### config.mk
export PLATFORM = sky130hd
export DESIGN_NAME = sorted_table_insert_delete
export DESIGN_NICKNAME = d
export VERILOG_FILES = /design/src/rtl/core/sti_pkg.sv /design/src/rtl/core/sorted_table_insert_delete.sv /design/src/rtl/core/sti_datapath.sv /design/src/rtl/core/sti_ctrl.sv
export VERILOG_INCLUDE_DIRS = /design/src /design/src/rtl/core
export SDC_FILE = /design/constraint.sdc
export NUM_CORES = 1
export LEC_CHECK = 0
export BUFFER_PORTS_ARGS = -buffer_cell sky130_fd_sc_hd__buf_2
export CELL_PAD_IN_SITES_DETAIL_PLACEMENT = 0
export CELL_PAD_IN_SITES_GLOBAL_PLACEMENT = 1
export CORE_UTILIZATION = 42
export CTS_CLUSTER_DIAMETER = 50
export DETAILED_ROUTE_END_ITERATION = 16
export PLACE_DENSITY = 0.71
export SKIP_CTS_REPAIR_TIMING = 1
export SYNTH_ARGS = -nofsm -noshare
export SYNTH_HDL_FRONTEND = slang
export SYNTH_HIERARCHICAL = 1
export SYNTH_SLANG_ARGS = --single-unit
### constraint.sdc
create_clock -name clk -period 6.6 [get_ports clk]
set_input_delay 0.99 -clock clk [delete_from_list [all_inputs] [get_ports clk]]
set_output_delay 0.99 -clock clk [all_outputs]
set_load 0.01 [all_outputs]
### src/rtl/core/assert_macros.svh
// Assertion macros shared by the sorted table RTL.
// Each macro expects clk and rst to be visible in the module that uses it.
`ifndef ASSERT_MACROS_SVH
`define ASSERT_MACROS_SVH

// same-cycle implication
`define ASSERT_IMPL(label, ante, cons, msg) \
  label: assert property (@(posedge clk) disable iff (rst) (ante) |-> (cons)) \
    else $error(msg);

// next-cycle implication
`define ASSERT_NEXT(label, ante, cons, msg) \
  label: assert property (@(posedge clk) disable iff (rst) (ante) |=> (cons)) \
    else $error(msg);

`endif

### src/rtl/core/sti_pkg.sv
// Types and codes for the sorted table block.
// Used by sti_ctrl, sti_datapath and sorted_table_insert_delete.
package sti_pkg;

  localparam int unsigned DATA_W  = 32;
  localparam int unsigned COUNT_W = 6;

  typedef enum logic [1:0] {
    FN_APPEND = 2'd0,
    FN_INSERT = 2'd1,
    FN_DELETE = 2'd2,
    FN_READ   = 2'd3
  } func_t;

  typedef enum logic [2:0] {
    ST_OK       = 3'd0,
    ST_NOTFOUND = 3'd1,
    ST_FULL     = 3'd2,
    ST_ENTRY    = 3'd3,
    ST_EMPTY    = 3'd4
  } status_t;

  typedef enum logic [3:0] {
    OP_NONE,
    OP_LOAD,
    OP_APPEND,
    OP_SORT_START,
    OP_SORT_FIRST,
    OP_SORT_STEP,
    OP_SORT_TAIL,
    OP_DEL_START,
    OP_DEL_STEP,
    OP_DEL_DONE,
    OP_RD_ISSUE,
    OP_RD_NEXT
  } dp_op_t;

  typedef struct packed {
    dp_op_t  op;
    logic    out_load;
    status_t out_status;
    logic    use_entry;
    logic    use_removed;
    logic    out_last;
  } dp_cmd_t;

  typedef struct packed {
    logic full;
    logic empty;
    logic insert;
    logic swapped;
    logic run_last;
    logic del_last;
    logic del_none;
    logic rd_last;
    logic out_free;
  } dp_stat_t;

endpackage

### src/rtl/core/sorted_table_insert_delete.sv
// Top level of the sorted table: a table of up to DEPTH signed 32-bit entries.
// Depends on sti_pkg, sti_ctrl and sti_datapath.
//
// Input channel (item_valid/item_stall, func, value): one transaction per
// operation: append, insert then sort ascending, delete all equal, read out.
// Output channel (result_valid/result_stall, status, entry, entry_count,
// removed, last): one transaction per operation, or one per entry on a
// read-out; last marks the final one.
// Steps per operation, from acceptance to the result in the output register:
//   append: load, write, result; full, empty or not-found answer on an empty table: load, result
//   insert: as append, then up to fill passes (bubble passes over
//           the entry memory, ending after a pass without a swap)
//   delete: one compaction pass, one read a cycle and one write per kept entry
//   read-out: per entry, a read from the entry memory, then a load of the output register
// A new operation is accepted only when the previous one is finished; the
// output register lets it be accepted while the last result is still held.
// A stalled receiver holds the result and pauses a read-out or the final
// answer. Reset empties the table (count to zero); entry storage is not cleared.
module sorted_table_insert_delete #(
  parameter int unsigned DEPTH = 32
) (
  input  logic                              clk,
  input  logic                              rst,
  input  logic                              item_valid,
  output logic                              item_stall,
  input  logic [1:0]                        func,
  input  logic signed [sti_pkg::DATA_W-1:0] value,
  output logic                              result_valid,
  input  logic                              result_stall,
  output logic [2:0]                        status,
  output logic signed [sti_pkg::DATA_W-1:0] entry,
  output logic [sti_pkg::COUNT_W-1:0]       entry_count,
  output logic [sti_pkg::COUNT_W-1:0]       removed,
  output logic                              last
);
  import sti_pkg::*;

  dp_cmd_t  cmd;
  dp_stat_t stat;

  sti_ctrl u_ctrl (
    .clk        (clk),
    .rst        (rst),
    .item_valid (item_valid),
    .func       (func),
    .item_stall (item_stall),
    .stat       (stat),
    .cmd        (cmd)
  );

  sti_datapath #(
    .DEPTH (DEPTH)
  ) u_datapath (
    .clk          (clk),
    .rst          (rst),
    .cmd          (cmd),
    .stat         (stat),
    .func         (func),
    .value        (value),
    .result_valid (result_valid),
    .result_stall (result_stall),
    .status       (status),
    .entry        (entry),
    .entry_count  (entry_count),
    .removed      (removed),
    .last         (last)
  );

endmodule

### src/rtl/core/sti_datapath.sv
// Datapath of the sorted table: entry memory, counters, sort carry and result register.
// Depends on sti_pkg and assert_macros.svh; driven by sti_ctrl.
`include "assert_macros.svh"

module sti_datapath #(
  parameter int unsigned DEPTH = 32
) (
  input  logic                              clk,
  input  logic                              rst,
  input  sti_pkg::dp_cmd_t                  cmd,
  output sti_pkg::dp_stat_t                 stat,
  input  logic [1:0]                        func,
  input  logic signed [sti_pkg::DATA_W-1:0] value,
  output logic                              result_valid,
  input  logic                              result_stall,
  output logic [2:0]                        status,
  output logic signed [sti_pkg::DATA_W-1:0] entry,
  output logic [sti_pkg::COUNT_W-1:0]       entry_count,
  output logic [sti_pkg::COUNT_W-1:0]       removed,
  output logic                              last
);
  import sti_pkg::*;

  localparam int unsigned AW = $clog2(DEPTH);
  localparam int unsigned CW = $clog2(DEPTH + 1);

  logic signed [DATA_W-1:0] mem [DEPTH];
  logic signed [DATA_W-1:0] rd_data;
  logic signed [DATA_W-1:0] val_r;
  logic signed [DATA_W-1:0] carry;
  logic [1:0]               func_r;
  logic [CW-1:0]            fill;
  logic [CW-1:0]            idx;
  logic [CW-1:0]            wptr;
  logic [CW-1:0]            removed_r;
  logic                     swapped;

  logic                     rd_en;
  logic [AW-1:0]            rd_addr;
  logic                     wr_en;
  logic [AW-1:0]            wr_addr;
  logic signed [DATA_W-1:0] wr_data;
  logic                     ahead;
  logic                     greater;
  logic                     keep;

  assign ahead   = idx < fill;
  assign greater = carry > rd_data;
  assign keep    = rd_data != val_r;

  always_comb begin
    rd_en   = 1'b0;
    rd_addr = AW'(idx);
    wr_en   = 1'b0;
    wr_addr = AW'(wptr);
    wr_data = rd_data;
    unique case (cmd.op)
      OP_APPEND: begin
        wr_en   = 1'b1;
        wr_addr = AW'(fill);
        wr_data = val_r;
      end
      OP_SORT_START, OP_DEL_START: begin
        rd_en   = 1'b1;
        rd_addr = '0;
      end
      OP_SORT_FIRST, OP_RD_ISSUE: begin
        rd_en = 1'b1;
      end
      OP_SORT_STEP: begin
        rd_en   = ahead;
        wr_en   = 1'b1;
        wr_data = greater ? rd_data : carry;
      end
      OP_SORT_TAIL: begin
        wr_en   = 1'b1;
        wr_addr = AW'(fill - CW'(1));
        wr_data = carry;
      end
      OP_DEL_STEP: begin
        rd_en = ahead;
        wr_en = keep;
      end
      default: begin
      end
    endcase
  end

  always_ff @(posedge clk) begin
    if (wr_en) begin
      mem[wr_addr] <= wr_data;
    end
    if (rd_en) begin
      rd_data <= mem[rd_addr];
    end
  end

  always_ff @(posedge clk) begin
    if (rst) begin
      fill <= '0;
    end else begin
      unique case (cmd.op)
        OP_APPEND:   fill <= fill + CW'(1);
        OP_DEL_DONE: fill <= wptr;
        default: begin
        end
      endcase
    end
  end

  always_ff @(posedge clk) begin
    unique case (cmd.op)
      OP_LOAD: begin
        func_r    <= func;
        val_r     <= value;
        idx       <= '0;
        removed_r <= '0;
      end
      OP_SORT_START: begin
        idx     <= CW'(1);
        wptr    <= '0;
        swapped <= 1'b0;
      end
      OP_SORT_FIRST: begin
        carry <= rd_data;
        idx   <= idx + CW'(1);
      end
      OP_SORT_STEP: begin
        idx  <= idx + CW'(1);
        wptr <= wptr + CW'(1);
        if (greater) begin
          swapped <= 1'b1;
        end else begin
          carry <= rd_data;
        end
      end
      OP_DEL_START: begin
        idx  <= CW'(1);
        wptr <= '0;
      end
      OP_DEL_STEP: begin
        idx <= idx + CW'(1);
        if (keep) begin
          wptr <= wptr + CW'(1);
        end
      end
      OP_DEL_DONE: begin
        removed_r <= fill - wptr;
      end
      OP_RD_NEXT: begin
        idx <= idx + CW'(1);
      end
      default: begin
      end
    endcase
  end

  always_ff @(posedge clk) begin
    if (rst) begin
      result_valid <= 1'b0;
    end else if (cmd.out_load) begin
      result_valid <= 1'b1;
    end else if (!result_stall) begin
      result_valid <= 1'b0;
    end
  end

  always_ff @(posedge clk) begin
    if (cmd.out_load) begin
      status      <= cmd.out_status;
      entry       <= cmd.use_entry ? rd_data : '0;
      entry_count <= COUNT_W'(fill);
      removed     <= cmd.use_removed ? COUNT_W'(removed_r) : '0;
      last        <= cmd.out_last;
    end
  end

  always_comb begin
    stat.full     = fill == CW'(DEPTH);
    stat.empty    = fill == '0;
    stat.insert   = func_r == FN_INSERT;
    stat.swapped  = swapped;
    stat.run_last = CW'(wptr + CW'(2)) == fill;
    stat.del_last = idx == fill;
    stat.del_none = wptr == fill;
    stat.rd_last  = CW'(idx + CW'(1)) == fill;
    stat.out_free = !result_valid || !result_stall;
  end

  `ASSERT_IMPL(a_append_room, cmd.op == OP_APPEND, fill < CW'(DEPTH), "append into full table")
  `ASSERT_NEXT(a_delete_shrinks, cmd.op == OP_DEL_DONE, fill <= $past(fill), "delete grew table")

endmodule

### src/rtl/core/sti_ctrl.sv
// Controller of the sorted table: sequences append, sort passes, delete and read-out.
// Depends on sti_pkg and assert_macros.svh; commands sti_datapath.
`include "assert_macros.svh"

module sti_ctrl (
  input  logic              clk,
  input  logic              rst,
  input  logic              item_valid,
  input  logic [1:0]        func,
  output logic              item_stall,
  input  sti_pkg::dp_stat_t stat,
  output sti_pkg::dp_cmd_t  cmd
);
  import sti_pkg::*;

  typedef enum logic [12:0] {
    S_IDLE       = 13'b0000000000001,
    S_APPEND     = 13'b0000000000010,
    S_SORT_START = 13'b0000000000100,
    S_SORT_FIRST = 13'b0000000001000,
    S_SORT_RUN   = 13'b0000000010000,
    S_SORT_TAIL  = 13'b0000000100000,
    S_DEL_START  = 13'b0000001000000,
    S_DEL_RUN    = 13'b0000010000000,
    S_DEL_DONE   = 13'b0000100000000,
    S_RD_ISSUE   = 13'b0001000000000,
    S_RD_EMIT    = 13'b0010000000000,
    S_RESULT     = 13'b0100000000000,
    S_SPARE      = 13'b1000000000000
  } state_t;

  state_t  state, state_next;
  status_t res, res_next;
  logic    res_del, res_del_next;

  assign item_stall = state != S_IDLE;

  always_comb begin
    state_next      = state;
    res_next        = res;
    res_del_next    = res_del;
    cmd.op          = OP_NONE;
    cmd.out_load    = 1'b0;
    cmd.out_status  = ST_OK;
    cmd.use_entry   = 1'b0;
    cmd.use_removed = 1'b0;
    cmd.out_last    = 1'b0;
    unique case (state)
      S_IDLE: begin
        if (item_valid) begin
          cmd.op = OP_LOAD;
          unique case (func_t'(func))
            FN_APPEND, FN_INSERT: begin
              if (stat.full) begin
                res_next     = ST_FULL;
                res_del_next = 1'b0;
                state_next   = S_RESULT;
              end else begin
                state_next = S_APPEND;
              end
            end
            FN_DELETE: begin
              if (stat.empty) begin
                res_next     = ST_NOTFOUND;
                res_del_next = 1'b1;
                state_next   = S_RESULT;
              end else begin
                state_next = S_DEL_START;
              end
            end
            FN_READ: begin
              if (stat.empty) begin
                res_next     = ST_EMPTY;
                res_del_next = 1'b0;
                state_next   = S_RESULT;
              end else begin
                state_next = S_RD_ISSUE;
              end
            end
          endcase
        end
      end
      S_APPEND: begin
        cmd.op = OP_APPEND;
        if (stat.insert && !stat.empty) begin
          state_next = S_SORT_START;
        end else begin
          res_next     = ST_OK;
          res_del_next = 1'b0;
          state_next   = S_RESULT;
        end
      end
      S_SORT_START: begin
        cmd.op     = OP_SORT_START;
        state_next = S_SORT_FIRST;
      end
      S_SORT_FIRST: begin
        cmd.op     = OP_SORT_FIRST;
        state_next = S_SORT_RUN;
      end
      S_SORT_RUN: begin
        cmd.op = OP_SORT_STEP;
        if (stat.run_last) begin
          state_next = S_SORT_TAIL;
        end
      end
      S_SORT_TAIL: begin
        cmd.op = OP_SORT_TAIL;
        if (stat.swapped) begin
          state_next = S_SORT_START;
        end else begin
          res_next     = ST_OK;
          res_del_next = 1'b0;
          state_next   = S_RESULT;
        end
      end
      S_DEL_START: begin
        cmd.op     = OP_DEL_START;
        state_next = S_DEL_RUN;
      end
      S_DEL_RUN: begin
        cmd.op = OP_DEL_STEP;
        if (stat.del_last) begin
          state_next = S_DEL_DONE;
        end
      end
      S_DEL_DONE: begin
        cmd.op       = OP_DEL_DONE;
        res_next     = stat.del_none ? ST_NOTFOUND : ST_OK;
        res_del_next = 1'b1;
        state_next   = S_RESULT;
      end
      S_RD_ISSUE: begin
        cmd.op     = OP_RD_ISSUE;
        state_next = S_RD_EMIT;
      end
      S_RD_EMIT: begin
        if (stat.out_free) begin
          cmd.op         = OP_RD_NEXT;
          cmd.out_load   = 1'b1;
          cmd.out_status = ST_ENTRY;
          cmd.use_entry  = 1'b1;
          cmd.out_last   = stat.rd_last;
          state_next     = stat.rd_last ? S_IDLE : S_RD_ISSUE;
        end
      end
      S_RESULT: begin
        if (stat.out_free) begin
          cmd.out_load    = 1'b1;
          cmd.out_status  = res;
          cmd.use_removed = res_del;
          cmd.out_last    = 1'b1;
          state_next      = S_IDLE;
        end
      end
      default: begin
        state_next = S_IDLE;
      end
    endcase
  end

  always_ff @(posedge clk) begin
    if (rst) begin
      state <= S_IDLE;
    end else begin
      state <= state_next;
    end
  end

  always_ff @(posedge clk) begin
    res     <= res_next;
    res_del <= res_del_next;
  end

  `ASSERT_IMPL(a_load_free, cmd.out_load, stat.out_free, "result loaded over a held result")
  `ASSERT_NEXT(a_accept_busy, (state == S_IDLE) && item_valid, state != S_IDLE, "accept did not start work")

endmodule

Word-level counts from Yosys, hierarchy flattened
Memory sizes are Yosys's and may differ from the RTL's. A register that Yosys moved wholly into a read port is not among the register bits.
Cells that the tools add are included.
- add/sub/neg operators: 6
- $lt $le $gt $ge: 2
- eq/ne operators: 48
- muxes and demuxes: 59
- reduce and logical (&&, ||, !) cells: 25
- operators by type and width (operator ; count):
    case mux 13 bit (12 select lines) ; 1
    case mux 32 bit (3 select lines) ; 1
    two-way mux 13 bit ; 5
    two-way mux 32 bit ; 2
    case mux 32 bit (2 select lines) ; 1
    two-way mux 12 bit ; 5
    case mux 4 bit (11 select lines) ; 1
    case mux 13 bit (3 select lines) ; 1
    case mux 6 bit (3 select lines) ; 2
    > comparator 32 bit ; 1
    inequality test 32 bit ; 1
    == test 6 bit ; 4
    case mux 6 bit (2 select lines) ; 2
    adder 6 x 1 -> 6 bit (second input constant) ; 3
    two-way mux 3 bit ; 6
    == test 4 x 3 -> 1 bit (second input constant) ; 4
    == test 4 bit (second input constant) ; 4
    two-way mux 1 bit ; 16
    inequality test 2 bit (second input constant) ; 8
    == test 13 x 1 -> 1 bit (second input constant) ; 1
    == test 13 x 10 -> 1 bit (second input constant) ; 1
    == test 13 x 11 -> 1 bit (second input constant) ; 1
    == test 13 x 12 -> 1 bit (second input constant) ; 1
    == test 13 x 2 -> 1 bit (second input constant) ; 1
    other kinds (47) ; 67
- flip-flop bits (word level): 157
- RAM bits: 1024
- input port bits: 38
- output and inout port bits: 50
- logic and storage cells: 158
- memories kept: 1
- memories (memory ; words ; bits a word ; read ports ; clocked after memory_dff ; wr ports ; RTL line ; RTL):
    u_datapath.mem ; 32 ; 32 ; 1 ; 1 ; 1 ; sti_datapath.sv:27 ; logic signed [DATA_W-1:0] mem [DEPTH];

Logic depth before layout (Yosys ltp)
Gate-level depths: netlist of the first run.
- depth in word-level cells: 9
- gate-level depth with buffers: 18
- gate-level depth less buffers: 12

By module
The synthesis of the first run kept the hierarchy.
- by module, submodules not included (module ; times used ; cells each ; area each (µm²) ; sequential area each (µm²)):
    sti_datapath ; 1 ; 2959 ; 48556.6 ; 35844.4
    sti_ctrl ; 1 ; 147 ; 1189.9 ; 360.3

Least setup slack after synthesis of the first run
Ideal clock, no wire load.
- path kind: input to register
- from: in result_stall
- to: reg u_datapath.carry[0], enable pin
- setup time: 480 ps
- arrival time: 4660 ps
- data required time: 6120 ps
- setup slack: 1459 ps
- stages: 7
- buffers on the path: 1
- path through: nand2_1 > nand4_1 > nor2_1 > a311oi_1 > nand3_1 > clkbuf_1 > a311oi_1
- RTL lines (element ; RTL line ; RTL):
    start, declared ; sorted_table_insert_delete.sv:29 ; input logic result_stall,
    end signal, assigned ; sti_datapath.sv:125 ; carry <= rd_data;
    end signal, assigned ; sti_datapath.sv:134 ; carry <= rd_data;
    end, declared ; sti_datapath.sv:30 ; logic signed [DATA_W-1:0] carry;

==> summary.txt, run 1 <==
Run status
  – Outcome: completed

Placed design
  – Routability cong.: between 0.8 and 0.9
  – Detailed Place HPWL: around 76,000 um
  – IO Port Bufs: between 80 and 90

Yosys
  – #FFs+latches synth: approximately 1,200
  – Post-synth top area share: 0.720
  – Ys async rst share: 0
  – Adder-cell share of the synthesized area: 0.0125
  – XOR/XNOR Fraction of Synth Area: 0.0113
  – Post-synthesis instance area: 0.0497 sq mm
  – Combinational family with the most area after synthesis: compound AO/OA/AOI/OAI gates
  – Primary FF master, synth: edfxtp_1
  – Leading area contributor after synthesis: edfxtp_1
  – Number of synthesized flops with an enable pin: approximately 1,200
  – Synth Net Count: around 3,200
  – YS warnings: 6
  – Post-synthesis mux area share: 0.0785
  – Avg Inst Size Synth: roughly 16 sq um
  – Synth area leaders: edfxtp_1 72%, mux4_2 5.8%, nand2_1 2.3%, nor2_1 1.8%, mux2i_1 1.3%
  – Unique masters post-synth: ~80
  – Post-synthesis sequential area ratio: 0.728
  – Cells after Synth: about 3,100
  – Simple-Gate Fraction of Synth Area: 0.0658
  – Synth Area in Compound Gates: 0.0809

Timing
  – Worst Skew: approximately 39 ps
  – RSZ-0062 raised after global routing: false
  – Maximum clock rate: 190 MHz
  – Setup TNS: 0 ps
  – Worst slew margin: 0.203
  – Hold slack: roughly 400 ps
  – Final setup viols: 0
  – Fin crit share: 0.797
  – Actual slew at the worst max-slew pin: around 1200 ps
  – Fin. Hold Viols: 0
  – Fin crit period: approximately 5300 ps
  – Final slew viol count: 0

Worst setup path
  – Required @ worst endpoint: around 7000 ps
  – Critical path type: flop to flop
  – Setup crit start kind: flop
  – Worst EP arrival: 5700 ps
  – Slowest stage delay, CP: a little under 800 ps
  – CP max FO: 18
  – Crit-path cells: nor4_4, buf_4, nand4_1, nor2_2, a311oi_1, nand3_1, nand2b_4, nor2_1, nor2_1, a21oi_1, nand2_1, nor2_4, buf_4
  – Crit-path slowest cell: nor2_4
  – CP endpoint kind: flop

Clock network
  – CTS root buffer: clkbuf_16
  – Clock Sink Count: roughly 1,200
  – Max Buffers Root-to-Sink: 3
  – CTS H-tree depth: 4
  – Worst-path clk slew: approximately 60 ps
  – Worst skew pair latency: around 760 ps
  – CTS Buf Count: around 140
  – CTS tree: done

Die
  – Starting Density: 0.426
  – Cell Rows: around 130
  – Io pins: 88
  – Core Area: between 0.1 and 0.15 sq mm
  – Die Span X: 346 um
  – DIE AREA: 0.120 sq mm
  – Die span in y: about 350 um

Final layout
  – # diodes: 0
  – P&R area growth vs syn: 14.5%
  – Multi-input gate area: ~0.013 sq mm
  – Layout Utilization: 0.488
  – Storage cell area: roughly 0.036 sq mm
  – Share of post-route cells with drive strength above 1: 0.189
  – NumNets Final: around 3,400
  – Fillers: a little under 10,000

Routing
  – Vias per inst: ~5.7
  – First-pass detailed-route iteration total: 5
  – Iteration-0 DRC Markers: about 3,000
  – Final WL: between 100,000 and 150,000 um
  – Wire length per cell: around 25 um
  – Detailed-route via count: approximately 28,000
  – Routed Antenna Nets: 0
  – Detailed-route DRC error count: 0

Power and ir drop
  – Worst vdd ir: roughly 0.24 mV
  – Pwr Density: ~330 mW/mm^2
  – Leakage power: about 19 nW

Global routing
  – Vias in the first global route: between 20,000 and 30,000
  – Largest net degree at the start of global routing: 163
  – GRT Overall Usage: 0.205
  – Global-route wire length before repair: ~180,000 um
  – GR Overflow Total: 0
  – Initial antenna violation count: 2

Flow run
  – Max Cap Viol: 0

Min path
  – HP Class: input pin to flop
==> critical path: cells and delay by family (launching register included) <==
family                 cells  cell delay [ps]
buffers and inverters      2              540
AND/OR/NAND/NOR            9             3680
AO/OA/AOI/OAI              2              290
flip-flops                 1              430
==> per-layer routing <==
layer | global-route usage | share of wire | routed length, um
met4 | 0.0765 | 0.033 | 4050
met2 | 0.333 | 0.49 | 60300
met3 | 0.0323 | 0.057 | 7000
met1 | 0.279 | 0.42 | 52100
met5 | 0 | 0 | 0
==> placed cells by master, fill, tap and decap left out, types with 16 or more instances in the layout <==
cell type and instances:
a221o_1 31, and2_1 42, a22o_1 32, xnor2_1 22, ha_1 48, edfxtp_1 1193, clkbuf_1 29, clkbuf_16 140
clkinv_1 26, buf_4 113, a32oi_1 33, a21oi_1 92, o31ai_1 33, clkinv_2 16, inv_1 53, a31oi_1 68
nor2_1 197, nor2_4 37, mux2_2 32, mux2i_1 66, o21ai_0 108, buf_2 88, nand2_1 306, dfxtp_1 19
a2111oi_0 31, nand3_1 48, a22oi_1 34, mux4_2 128, a211oi_1 68, xor2_1 42
==> flip-flops by register name, indices dropped and copies added, names as in the netlist, 6 cells and up <==
| register | cells |
|---|---|
| u_ctrl/state | 12 |
| u_datapath/carry | 32 |
| u_datapath/entry | 32 |
| u_datapath/entry_count | 6 |
| u_datapath/fill | 6 |
| u_datapath/idx | 6 |
| u_datapath/mem | 1024 |
| u_datapath/rd_data | 32 |
| u_datapath/removed | 6 |
| u_datapath/removed_r | 6 |
| u_datapath/val_r | 32 |
| u_datapath/wptr | 6 |
==> power breakdown <==
part | total (W) | switching, W | leakage, nW | internal [W]
sequential | 0.00874 | 0.0000823 | 10.9 | 0.00866
combinational | 0.00266 | 0.00173 | 5.66 | 0.000931
clock | 0.00750 | 0.00309 | 2.17 | 0.00442
total | 0.0189 | 0.00490 | 18.7 | 0.0140
==> cell type report <==
class	instances	area share
flip-flops and latches	1212	0.635
inverters	54	0.00356
multi-input cells	1655	0.223
clock inverters	78	0.0149
clock buffers	170	0.0636
repair buffers	210	0.0258
well taps	1524	0.0335
==> synthesized netlist by cell type, types with 13 or more instances <==
| master | number |
|---|---|
| a2111oi_0 | 32 |
| a211oi_1 | 68 |
| a21oi_1 | 92 |
| a221o_1 | 34 |
| a22o_1 | 32 |
| a22oi_1 | 34 |
| a31oi_1 | 68 |
| a32oi_1 | 33 |
| and2_1 | 45 |
| buf_2 | 52 |
| buf_4 | 20 |
| buf_6 | 15 |
| clkbuf_1 | 90 |
| dfxtp_1 | 19 |
| edfxtp_1 | 1193 |
| ha_1 | 48 |
| inv_1 | 53 |
| mux2_2 | 32 |
| mux2i_1 | 66 |
| mux4_2 | 128 |
| nand2_1 | 308 |
| nand3_1 | 48 |
| nor2_1 | 236 |
| nor3_1 | 13 |
| o21ai_0 | 108 |
| o31ai_1 | 33 |
| xnor2_1 | 22 |
| xor2_1 | 42 |
==> through the flow <==
stage	setup slack (ps)	instances	cell area [sq um]	power, W
after global placement	805	4654	52500	0.0116
after detailed placement	1140	4655	52500	0.0116
after floorplan	1460	3106	49700	0.0107
after CTS	1390	4903	57000	0.0190
final	1340	4903	57000	0.0189
after global routing	949	4903	57000	0.0195
==> logic make-up after synthesis <==
kind of cell	after synthesis
AND/OR/NAND/NOR	732
AO/OA/AOI/OAI	584
multiplexers	226
flip-flops	1212
XOR/XNOR	64
adder cells (fa/ha/maj)	49
buffers and inverters	239
==> final timing paths <==
kind | startpoint | to | slack (ps) | cells past startpoint
max reg2reg | u_ctrl/state[7]$_SDFFE_PP0P_ | u_datapath/mem[20][10]$_DFFE_PP_ | 1340 | 13
min reg2reg | u_datapath/result_valid$_SDFFE_PP0P_ | u_datapath/result_valid$_SDFFE_PP0P_ | 520 | 2
min | value[9] | u_datapath/val_r[9]$_DFFE_PP_ | 410 | 1
max | u_ctrl/state[7]$_SDFFE_PP0P_ | u_datapath/mem[20][10]$_DFFE_PP_ | 1340 | 13
(Power assumes the default switching activity.)
==> run 2, diff against run 1 <==
- PLACE_DENSITY: 0.71 -> 0.74
- clock period: 6.6 -> 4.3 ns (I/O delays scaled with it)
==> run 2 against run 1 <==
Clock power increased by 55%. Via count increased by 1.7%. Die area unchanged. Hold slack worse by 330 ps. Count of clock-buffer cells in the layout fell by 5. Critical path depth grew 1. Wire length increased by 0.67%. First-iteration DRC count shrank 7.8%. Critical path type unchanged. Largest power group unchanged.
==> summary.txt, run 2 (same netlist as run 1, synthesis figures left out) <==
Timing
  – Fin crit period: 4100 ps
  – Worst slew margin: 0.175
  – Actual slew at the worst max-slew pin: roughly 1200 ps
  – Setup TNS: 0 ps
  – Fin. Hold Viols: 0
  – Hold slack: between 70 and 80 ps
  – Final slew viol count: 0
  – Fin crit share: 0.954
  – Worst Skew: 38.1 ps
  – Final setup viols: 0
  – RSZ-0062 raised after global routing: false
  – Maximum clock rate: 244 MHz

Routing
  – Vias per inst: 5.72
  – Detailed-route via count: roughly 29,000
  – Wire length per cell: 24.9 um
  – First-pass detailed-route iteration total: 5
  – Routed Antenna Nets: 0
  – Detailed-route DRC error count: 0
  – Final WL: 124,000 um
  – Iteration-0 DRC Markers: 2,773

Worst setup path
  – CP endpoint kind: flop
  – Worst reg2reg endpoint: u_datapath/rd_data[4]$_DFFE_PP_
  – Slowest stage delay, CP: 880 ps
  – CP max FO: 37
  – Required @ worst endpoint: 4870 ps
  – Most common cell on crit path: nor2_1
  – Reg-to-reg slack, setup: ~200 ps
  – Crit-path cells: nor4_4, nand4_1, nor2_2, a311oi_1, nand3_1, buf_4, and3b_2, buf_12, nor2_1, a21oi_1, nor2_1, a2111oi_0, a211oi_1, o31ai_1
  – Critical path type: flop to flop
  – CP startpoint: u_ctrl/state[1]$_SDFFE_PP0P_
  – Critical register-to-register path startpoint: u_ctrl/state[1]$_SDFFE_PP0P_
  – Setup crit start kind: flop
  – Worst EP arrival: 4670 ps
  – Crit-path slowest cell: a2111oi_0
  – Reg2Reg Depth: 14
  – Setup crit end: u_datapath/rd_data[4]$_DFFE_PP_

Flow run
  – Max Cap Viol: 0

Clock network
  – Worst skew pair latency: between 700 and 800 ps
  – Worst-path clk slew: 60 ps
  – CTS Buf Count: 138
  – Max Buffers Root-to-Sink: 3
  – CTS H-tree depth: 4
  – CTS tree: done
  – Clock Sink Count: 1,212
  – CTS root buffer: clkbuf_16

Placed design
  – Routability cong.: between 0.8 and 0.9
  – IO Port Bufs: 87
  – Detailed Place HPWL: around 79,000 um

Die
  – Die Span X: 346 um
  – Starting Density: 0.426
  – Core Area: 0.117 sq mm
  – Io pins: 88
  – Cell Rows: 125
  – DIE AREA: 0.120 sq mm
  – Die span in y: between 300 and 400 um

Global routing
  – Largest net degree at the start of global routing: about 130
  – Initial antenna violation count: 0
  – GR Overflow Total: 0
  – Vias in the first global route: 28,200
  – Global-route wire length before repair: between 150,000 and 200,000 um
  – GRT Overall Usage: 0.208

Run status
  – Outcome: completed

Power and ir drop
  – Leakage power: ~19 nW
  – Worst vdd ir: roughly 0.52 mV
  – Pwr Density: 503 mW/mm^2

Final layout
  – Max FFs per register: between 1,000 and 1,500
  – Commonest non-fill, non-tap cell in the layout: edfxtp_1
  – Most frequent cells in the layout: 1,193 x edfxtp_1, 306 x nand2_1, 196 x nor2_1
  – Share of post-route cells with drive strength above 1: 0.213
  – NumNets Final: around 3,400
  – Largest reg by FF count: u_datapath/mem
  – P&R area growth vs syn: 17.4%

Min path
  – HP Class: input pin to flop
==> run 2: report_power, final <==
part | leakage [nW] | total (W) | internal, W | switching, W
Clock | 2.17 | 0.0116 | 0.00678 | 0.00481
Combinational | 6.27 | 0.00435 | 0.00163 | 0.00273
Sequential | 10.9 | 0.0134 | 0.0133 | 0.000126
Total | 19.3 | 0.0294 | 0.0217 | 0.00766
==> run 2: cell type report <==
class	instances	area (sq um)
tap	1524	1910
sequential	1212	36200
clock buffer	165	3640
multi-input combinational	1655	12700
clock inverter	82	877
timing repair buffer	300	2810
fill	9535	58400
inverter	54	203
antenna	2	5.00
==> run 2: how the worst min path moves through the flow <==
stage	start	endpoint	slack, ps	cells past startpoint
4_1_cts	value[25]	u_datapath/val_r[25]$_DFFE_PP_	30	1
3_3_place_gp	u_datapath/result_valid$_SDFFE_PP0P_	u_datapath/result_valid$_SDFFE_PP0P_	490	2
2_1_floorplan	u_datapath/fill[2]$_SDFFE_PP0P_	u_datapath/entry_count[2]$_DFFE_PP_	430	0
5_1_grt	value[28]	u_datapath/val_r[28]$_DFFE_PP_	50	1
3_5_place_dp	u_datapath/result_valid$_SDFFE_PP0P_	u_datapath/result_valid$_SDFFE_PP0P_	500	2
6_report	value[14]	u_datapath/val_r[14]$_DFFE_PP_	80	1
==> run 2: critical path, delay by kind of cell (launching register included) <==
family	cells	cell delay [ps]
compound gates	5	1450
buf+inv	2	460
flops	1	370
simple gates	7	1590
==> run 2: metal layers <==
layer	part of all wire	vias to the layer above	track usage	routed length [um]
li1	-	12700	-	-
met1	0.41	14700	0.274	51400
met2	0.48	898	0.334	60300
met4	0.044	0	0.0943	5470
met5	0	-	0	0
met3	0.058	253	0.0400	7180
==> run 2: stage by stage <==
| stage | setup WS, ps | instances | area [sq um] | total power (W) | util |
|---|---|---|---|---|---|
| detailed placement | -13.0 | 4742 | 53800 | 0.0180 | 0.461 |
| CTS | -39.8 | 4989 | 58300 | 0.0296 | 0.499 |
| finish | 199 | 4994 | 58400 | 0.0294 | 0.500 |
| global placement | 30.5 | 4742 | 53800 | 0.0180 | 0.461 |
| global route | 8.29 | 4992 | 58400 | 0.0304 | 0.500 |
| floorplan | -369 | 3106 | 49800 | 0.0164 | - |
